==> config.mk <==
export PLATFORM = sky130hd
export DESIGN_NAME = slob_cmp
export DESIGN_NICKNAME = d
export VERILOG_FILES = /design/src/rtl/slob_pkg.sv /design/src/rtl/slob_cmp.sv
export SDC_FILE = /design/constraint.sdc
export NUM_CORES = 1
export LEC_CHECK = 0
export BUFFER_PORTS_ARGS = -buffer_cell sky130_fd_sc_hd__buf_2
export CAP_MARGIN = 20
export CORE_AREA = 2 2 74 76
export DETAILED_ROUTE_END_ITERATION = 7
export DIE_AREA = 0 0 76 78
export GPL_TIMING_DRIVEN = 0
export PLACE_DENSITY = 0.83
export SYNTH_ARGS = -nofsm -noshare
export SYNTH_HDL_FRONTEND = slang
export SYNTH_SLANG_ARGS = --single-unit
==> constraint.sdc <==
create_clock -name vclk -period 2.37
set_input_delay 0.1185 -clock vclk [all_inputs]
set_output_delay 0.1185 -clock vclk [all_outputs]
set_load 0.02 [all_outputs]
==> src/rtl/slob_pkg.sv <==
`timescale 1ns / 1ps
package slob_pkg;

   localparam int unsigned DEPTH     = 32;
   localparam int unsigned IDX_W     = $clog2(DEPTH);
   localparam int unsigned CNT_W     = $clog2(DEPTH + 1);
   localparam int unsigned ADDR_W    = IDX_W + 1;
   localparam int unsigned RAM_DEPTH = 2 * DEPTH;
   localparam int unsigned ENTRY_W   = 96;
   localparam int unsigned TDATA_W   = 104;
   localparam int unsigned CSR_AW    = 3;

   localparam logic [2:0] REQ_CREATE   = 3'd0;
   localparam logic [2:0] REQ_UPDATE   = 3'd1;
   localparam logic [2:0] REQ_REMOVE   = 3'd2;
   localparam logic [2:0] REQ_DUMP_BID = 3'd3;
   localparam logic [2:0] REQ_DUMP_ASK = 3'd4;

   localparam logic [CSR_AW-1:0] CSR_SILENT_ADDR = 3'd0;

   localparam logic STATUS_ENTRY = 1'b0;
   localparam logic STATUS_FULL  = 1'b1;

   typedef struct packed {
      logic [31:0] id;
      logic [31:0] price;
      logic [31:0] qty;
   } entry_type;

   typedef enum logic [3:0] {
      ST_IDLE,
      ST_DISP,
      ST_REJ,
      ST_C_RD,
      ST_C_EX,
      ST_F_RD,
      ST_F_EX,
      ST_U_UP_RD,
      ST_U_UP_EX,
      ST_U_DN_RD,
      ST_U_DN_EX,
      ST_R_RD,
      ST_R_EX,
      ST_DP_RD,
      ST_DP_EX
   } state_type;

endpackage

==> src/rtl/slob_cmp.sv <==
`timescale 1ns / 1ps
// Ordering unit: true when entry a must stand strictly ahead of entry b.
module slob_cmp (
   input  slob_pkg::entry_type a,
   input  slob_pkg::entry_type b,
   input  logic                desc,
   output logic                ahead
);

   always_comb begin
      if (desc) begin
         ahead = (a.price > b.price) || ((a.price == b.price) && (a.qty > b.qty));
      end else begin
         ahead = (a.price < b.price) || ((a.price == b.price) && (a.qty < b.qty));
      end
   end

endmodule

Word-level counts from Yosys, hierarchy flattened
Cells that the tools add are included.

Memories kept: 0. Input port bits: 193. Flip-flop bits (word level): 0. Latch bits: 0. ROM bits: 0. Memory bits (writable): 0.

Magnitude comparators: 4. Multipliers: 0. Divide/modulo/power cells: 0. Muxes and demuxes: 1. Bitwise operators: 0. $add $sub $neg: 0. Equal/unequal tests: 1. Shift operators: 0. Reductions and logical operators: 4.

Operator list (number): $gt 32x32->1 (2); $lt 32x32->1 (2); $eq 32x32->1 (1); $logic_and 1x1->1 (2); $logic_or 1x1->1 (2); $mux 1 (1).

Longest topological paths before layout
Gate-level depths: netlist (run 1).

Word-level depth: 4. Depth in mapped cells: 8.

Worst setup path after synthesis (run 1)
Ideal clock, no wire load.

Path type: input-to-output. Start: in b[19] (netlist bit). End: out ahead. Stages on the path: 8. Path slack: 0.266 ns. Arrival: 1.985 ns. Path through: inv_1 ha_1 a21oi_2 o21ai_1 a221o_1 a2111oi_4 a2111oi_1 or4_1.

Word-level cells in the longest chain between the ends: 4. Elaborated cells between the ends (all ways): 7. Those cells by class: order compare: 2; mux: 1; reduce/logical: 4.

RTL lines: start: declaration (RTL line slob_cmp.sv:5) `input slob_pkg::entry_type b,`; $lt 32x32->1 / $gt 32x32->1 (equally long branches) (RTL line slob_cmp.sv:14, slob_cmp.sv:12); $logic_and 1x1->1 (on tied branches) (RTL line slob_cmp.sv:14, slob_cmp.sv:12); $logic_or 1x1->1 (on tied branches) (RTL line slob_cmp.sv:14, slob_cmp.sv:12); $mux 1 * (RTL line slob_cmp.sv:11) `if (desc) begin`; end: declaration (RTL line slob_cmp.sv:7) `output logic ahead`.

Mark *: on every way between the ends. The rest lies on a longest branch, timed or not.

Worst setup path in the final report (run 1)
Start: in b[20] (netlist bit). End: out ahead.

The elaborated chain is that of the path after synthesis.

==> results of run 1 <==
==> where the power goes <==
part,switching [mW],internal [mW],total (mW),leakage [nW]
clock,0,0,0,0
sequential,0,0,0,0
combinational,0.178,0.213,0.391,1.63
==> per-stage QoR <==
| step | setup TNS [ns] | setup slack [ns] |
|---|---|---|
| final | 0 | 0.0401 |
| after global routing | -0.0392 | -0.0392 |
| after CTS | 0 | 0.0147 |
| after detailed placement | -0.0307 | -0.0307 |
| after global placement | -0.0186 | -0.0186 |
| after floorplan | 0 | 0.266 |
==> tightest hold or removal path, delay by kind of cell <==
kind | cells | cell delay, ns
buffers and inverters | 2 | 0.22
AOI/OAI and AO/OA | 1 | 0.14
and+or+nand+nor | 1 | 0.11
==> routing by layer <==
metal,vias to the layer above,track usage,share of wire
met2,77,0.304,0.54
met1,867,0.153,0.38
met5,-,0,0
met3,8,0.0209,0.068
li1,1068,-,-
met4,0,0.0182,0.014
==> synthesized netlist by cell type, drive strengths merged <==
master,number
a2111oi,2
a211oi,1
a21boi,1
a21o,8
a21oi,21
a221o,3
a221oi,1
a31o,1
a31oi,1
and3,1
and4,5
ha,64
inv,66
nand2,11
nand2b,1
nand3,7
nand3b,1
nand4,11
nor2,4
nor2b,3
nor3,2
nor4,2
o211a,2
o211ai,1
o21ai,6
o41ai,1
or4,1
==> what timing repair did <==
item | 4_1_cts | 5_1_grt
setup buffers | 0 | 1
cloned | 0 | 0
setup endpoints to repair | 1 | 1
pin swaps | 1 | 12
resized for setup | 1 | 27
==> final timing paths <==
path | startpoint | end | cells past startpoint
max | b[20] | ahead | 10
min | desc | ahead | 4
==> placed cells by master, fill, tap and decap left out, types with 2 or more instances in the layout <==
cell type	count
ha_1	57
a21oi_2	4
inv_1	60
nor2_1	4
buf_6	5
nand3_1	7
o21ai_1	3
a21oi_1	17
inv_2	4
nor2b_1	3
ha_4	7
a221o_1	3
nand2_1	11
o211a_1	2
a21o_1	8
buf_2	125
and4_1	4
inv_4	2
nand4_1	11
o21ai_0	3
==> final cells by class <==
class | count | area share
multi-input cells | 162 | 0.604
inverters | 66 | 0.0971
repair buffers | 131 | 0.265
well taps | 70 | 0.0337
==> kinds of logic after synthesis <==
group                    after synthesis  synth area share
buffers and inverters                 66             0.146
adder cells (fa/ha/maj)               64             0.471
AND/OR/NAND/NOR                       49             0.169
AO/OA/AOI/OAI                         49             0.214
==> flow_metrics.tcl, run 1 <==
set metrics [dict create \
    drv_slew 0 \
    end_kind "output pin" \
    overflow 0 \
    finalCriticalPeriod_ns 2.33 \
    viasPerCell 4.71 \
    hp-class "input pin to output pin" \
    dp_hpwl_mm 4.19 \
    drtPass1Iterations 4 \
    synthesis.nets 485 \
    multi_input_area_um2 1570 \
    rsz0062_at_grt "true" \
    dieArea_um2 5930 \
    postRouteWirelength_mm 4.61 \
    min_period_over_period 0.983 \
    yosysSeqAreaShare 0 \
    avgSynthCellArea_um2 7.45 \
    final_nets 618 \
    synthCells 228 \
    netlist.area_leader.share 0.471 \
    cp_max_fo 2 \
    worstMarginPinSlew_ns 0.408 \
    status "finished, final reports clean" \
    instances_no_fill 429 \
    ios 194 \
    n_clock_buffer 0 \
    critPathTopFamily "compound AO/OA/AOI/OAI gates" \
    antenna_found_initial 0 \
    timing.slew.headroom 0.726 \
    final-hold-violation-count 0 \
    cp_cell_sequence "buf_2, inv_2, ha_4, nand4_1, inv_1, a221o_1, a2111oi_4, a2111oi_2, or4_4, buf_6" \
    post-route-util 0.516 \
    timing_worst_setup_path_type "input pin to output pin" \
    fmax_mhz 429 \
    yosys_warnings 0 \
    grt_usage 0.144 \
    grt_max_degree 5 \
    cts_hold_buf 0 \
    io_buffer_count 130 \
    design.seq.count 0 \
    area_growth_syn_to_layout_pct 53.2 \
    slowest_delay_ns 0.49 \
    cp.required_ns 2.25 \
    num_antenna_cells 0 \
    ant_nets 0 \
    core_um2 5040 \
    synthesis.area_um2 1700 \
    design_area_um2 2600 \
    vdd_drop_max_mv 0.0786 \
    p_leak_nw 1.63 \
    register_area_um2 0 \
    rows 26 \
    p_total_mw 0.391 \
    grt_pass1_vias 1974 \
    ys_top_cells_by_area "ha_1 (47%), inv_1 (15%), a21oi_1 (5.9%)" \
    yosysTopAreaCell "ha_1" \
    fp.dieH_um 78 \
    postPlaceCellArea_um2 2440 \
    drc_errors 0 \
    yosysUniqueCellTypes 31 \
    powerDensity_nw_per_um2 150 \
    grt_pass1_wl_mm 7.56 \
    die_w_um 76 \
    crit_arrival_ns 2.21 \
    drtIter0Drc 8 \
    fillCellCount 475 \
    place_inst 428 \
    start_kind "input pin" \
    start_util 0.337 \
    wire_per_inst_um 10.7 \
    drive_above_1_share 0.437 \
    path_buf_inv 4 \
    num_vias 2020 \
    finalSetupViolCount 0 \
    drv_cap 0 \
    slowest_stage "or4_4" \
    routabilityCongestion 0.781 \
    whs_ns 0.702 \
]
No activity file was read; power rests on OpenSTA's default activity.
==> run 2, diff against run 1 <==
CORE_AREA = 2 2 76 78   (was 2 2 74 76)
DIE_AREA = 0 0 78 80   (was 0 0 76 78)
PLACE_DENSITY = 0.79   (was 0.83)
clock period = 2.9 ns   (was 2.37 ns; I/O delays follow)
==> run 2 against run 1 <==
Hold slack better by 0.095 ns; flip-flop and latch count stayed put; via count fell by 2.6%; combinational power decreased by 26%; die area up 5.3%; final cell count is 0.23% higher; setup slack gained 0.45 ns; sequential share of layout area stayed put; critical endpoint unchanged; highest routed layer is now met3.
==> flow_metrics.tcl, run 2 (synthesized netlist as in run 1, its figures left out) <==
set metrics [dict create \
    fillCellCount 540 \
    hp-class "input pin to output pin" \
    core_um2 5410 \
    finalSetupViolCount 0 \
    n_clock_buffer 0 \
    cp_cell_sequence "buf_2, inv_1, ha_1, nand4_1, nor4_2, o21ai_1, a31oi_1, nor3_1, or4_1, buf_2" \
    num_vias 1968 \
    cp.required_ns 2.76 \
    die_w_um 78 \
    start_kind "input pin" \
    slowest_stage "or4_1" \
    ant_nets 0 \
    routabilityCongestion 0.748 \
    min_period_over_period 0.831 \
    path_buf_inv 3 \
    combPwrFrac 1.000 \
    fmax_mhz 415 \
    overflow 0 \
    grt_pass1_vias 1866 \
    io_buffer_count 130 \
    area_growth_syn_to_layout_pct 43.6 \
    grt_usage 0.131 \
    viasPerCell 4.58 \
    internal_power_mw 0.154 \
    finalCriticalPeriod_ns 2.41 \
    p_leak_nw 1.61 \
    worstMarginPinSlew_ns 0.424 \
    tns_ns 0 \
    register_area_um2 0 \
    pwr-share-seq 0 \
    layout_common_cells "buf_2 (130), inv_1 (66), ha_1 (64)" \
    drive_above_1_share 0.383 \
    drv_cap 0 \
    cp_max_fo 3 \
    cts_hold_buf 0 \
    grt_max_degree 5 \
    multi_input_area_um2 1450 \
    final-hold-violation-count 0 \
    rows 27 \
    drtIter0Drc 42 \
    drv_slew 0 \
    power_switching_mw 0.134 \
    design.seq.count 0 \
    start_util 0.314 \
    dp_hpwl_mm 4.14 \
    postPlaceCellArea_um2 2440 \
    dieArea_um2 6240 \
    drc_errors 0 \
    vdd_drop_max_mv 0.0446 \
    timing.slew.headroom 0.716 \
    postRouteWirelength_mm 4.27 \
    post_cts_buffers 0 \
    p_sw_frac 0.464 \
    p_clk_frac 0 \
    timing_worst_setup_path_type "input pin to output pin" \
    crit_top_cell "buf_2" \
    rsz0062_at_grt "false" \
    mostFrequentLayoutCell "buf_2" \
    crit_arrival_ns 2.26 \
    design_area_um2 2440 \
    whs_ns 0.797 \
    fp.dieH_um 80 \
    num_antenna_cells 0 \
    ios 194 \
    grt_pass1_wl_mm 7.12 \
    end_kind "output pin" \
    critPathTopFamily "simple AND/OR/NAND/NOR gates" \
    status "finished, final reports clean" \
    antenna_found_initial 0 \
    final_nets 617 \
    slowest_delay_ns 0.52 \
    wire_per_inst_um 9.93 \
    cts_resized 0 \
    drtPass1Iterations 4 \
    powerDensity_nw_per_um2 118 \
]
run 2: power by group through the flow:
stage | Clock (mW) | Combinational [mW] | Sequential, mW
final | 0 | 0.288 | 0
after global placement | 0 | 0.280 | 0
after global routing | 0 | 0.335 | 0
after floorplan | 0 | 0.163 | 0
after detailed placement | 0 | 0.292 | 0
after CTS | 0 | 0.294 | 0
run 2: area by class of cell:
cell class                      instances  area share
Inverter                               66       0.102
Multi-Input combinational cell        162       0.595
Tap cell                               72      0.0369
Timing Repair Buffer                  130       0.267
run 2: routing by layer:
metal | vias up | global-route usage | wire length, µm
met5 | - | 0 | 0
met4 | 0 | 0 | 0
met3 | 0 | 0.0147 | 360
met2 | 77 | 0.272 | 2130
met1 | 826 | 0.149 | 1780
li1 | 1065 | - | -
run 2: worst paths after layout:
| check | cells past startpoint | slack (ns) | start | endpoint |
|---|---|---|---|---|
| max | 10 | 0.49 | b[46] | ahead |
| min | 4 | 0.80 | desc | ahead |
run 2: per-stage QoR:
step           total power [mW]  instances  worst slack, ns   util
6_report                  0.288        430            0.491  0.451
5_1_grt                   0.335        430            0.343  0.451
4_1_cts                   0.294        430            0.473  0.451
3_5_place_dp              0.292        430            0.478  0.451
3_3_place_gp              0.280        430            0.511  0.451
2_1_floorplan             0.163        228            0.743      -
run 2: worst min-delay path: cells and delay by family:
kind | cells | cell delay [ns]
buffers and inverters | 2 | 0.27
AO/OA/AOI/OAI | 1 | 0.14
AND/OR/NAND/NOR | 1 | 0.09
==> run 3, diff against run 2 <==
CORE_AREA = unset   (was 2 2 76 78)
CORE_UTILIZATION = 32   (was unset)
DIE_AREA = unset   (was 0 0 78 80)
PLACE_DENSITY = 0.83   (was 0.79)
clock period = 2 ns   (was 2.9 ns; I/O delays follow)
==> run 3 against run 2 <==
The run now ends with setup timing left; sequential share of layout area stayed put; clock-buffer cell count unchanged; power is 86% higher; cell area is 19% higher; routed wire length increased by 8.8%; setup slack worse by 0.75 ns.
==> flow_metrics.tcl, run 3 (synthesized netlist as in run 1, its figures left out) <==
set metrics [dict create \
    drtIter0Drc 18 \
    powerDensity_nw_per_um2 185 \
    ios 194 \
    vdd_drop_max_mv 0.0876 \
    slowest_delay_ns 0.53 \
    timing_worst_setup_path_type "input pin to output pin" \
    n_clock_buffer 0 \
    final-hold-violation-count 0 \
    crit_top_cell "buf_6" \
    mostFrequentLayoutCell "buf_2" \
    drive_above_1_share 0.539 \
    end_kind "output pin" \
    met3_usage 0.00535 \
    rows 26 \
    top_usage_layer "met2" \
    start_kind "input pin" \
    p_leak_nw 1.66 \
    design.seq.count 0 \
    rsz0062_at_grt "true" \
    io_buffer_count 130 \
    critPathTopFamily "compound AO/OA/AOI/OAI gates" \
    routabilityCongestion 0.737 \
    path_buf_inv 4 \
    design_area_um2 2910 \
    status "finished, violations left" \
    finalCriticalPeriod_ns 2.26 \
    drv_cap 0 \
    postRouteWirelength_mm 4.65 \
    grt_max_degree 5 \
    cp_max_fo 2 \
    fmax_mhz 442 \
    die_w_um 74.9 \
    drv_slew 0 \
    met2_usage 0.321 \
    antenna_found_initial 0 \
    met1_usage 0.180 \
    crit_arrival_ns 2.16 \
    fin_ws_ns -0.261 \
    grt_usage 0.155 \
    wire_per_inst_um 10.8 \
    drtPass1Iterations 4 \
    timing.slew.headroom 0.741 \
    cts_hold_buf 0 \
    min_period_over_period 1.13 \
    postPlaceCellArea_um2 2450 \
    dieArea_um2 5610 \
    grt_pass1_wl_mm 7.22 \
    start_util 0.333 \
    num_antenna_cells 0 \
    drc_errors 0 \
    fillCellCount 460 \
    layout_common_cells "buf_2 (119), inv_1 (49), ha_1 (41)" \
    hp-class "input pin to output pin" \
    dp_hpwl_mm 3.89 \
    overflow 0 \
    worstMarginPinSlew_ns 0.386 \
    final_nets 621 \
    area_growth_syn_to_layout_pct 71.0 \
    viasPerCell 4.75 \
    fp.dieH_um 74.9 \
    finalSetupViolCount 1 \
    grt_pass1_vias 1927 \
    register_area_um2 0 \
    ant_nets 0 \
    core_um2 5110 \
    cp.required_ns 1.90 \
    failed_checks "setup timing" \
    num_vias 2050 \
    dp_slack_ns -0.356 \
    slowest_stage "or4_4" \
    cp_cell_sequence "buf_6, inv_2, ha_4, a21oi_2, o21ai_2, a221oi_2, a31oi_2, buf_4, o211a_1, or4_4, buf_6" \
]
-- run 3: metal layers --
| layer | wire, µm | part of all wire | up-vias |
|---|---|---|---|
| met5 | 0 | 0 | - |
| met3 | 250 | 0.054 | 2 |
| li1 | - | - | 1073 |
| met1 | 1860 | 0.40 | 904 |
| met4 | 21 | 0.0045 | 0 |
| met2 | 2510 | 0.54 | 71 |
-- run 3: worst paths after layout --
kind	from	end	slack [ns]	cells after the start
setup / recovery	b[37]	ahead	-0.26	11
hold / removal	desc	ahead	0.69	4
-- run 3: worst min-delay path, stage by stage --
cell	delay (ns)
buf_2	0.12
o211a_1	0.15
or4_4	0.12
buf_6	0.11
-- run 3: area by class of cell --
class                           count  area (µm²)  area share
Multi-Input combinational cell    162        1810       0.622
Timing Repair Buffer              134         749       0.258
Inverter                           66         260      0.0896
Tap cell                           70        87.6      0.0301
-- run 3: timing repair --
action                                 CTS  global route
buffers inserted                         1             3
setup endpoints to repair                1             1
resized for setup                       32            39
endpoints found under the hold margin    0             0
pin swaps                               23            20
-- run 3: per-stage QoR --
step	cells	hold WS, ns	util	TNS, ns	power, mW
after floorplan	228	0.450	-	0	0.242
after global placement	428	0.695	0.480	-0.320	0.410
after CTS	429	0.676	0.525	-0.212	0.481
after global routing	432	0.737	0.569	-0.352	0.620
final	432	0.692	0.569	-0.261	0.537
after detailed placement	428	0.708	0.480	-0.356	0.425
-- run 3: power breakdown --
part / internal [mW] / switching, mW / leakage, nW / total (mW)
Combinational: 0.296 / 0.241 / 1.66 / 0.537
Sequential: 0 / 0 / 0 / 0
Clock: 0 / 0 / 0 / 0
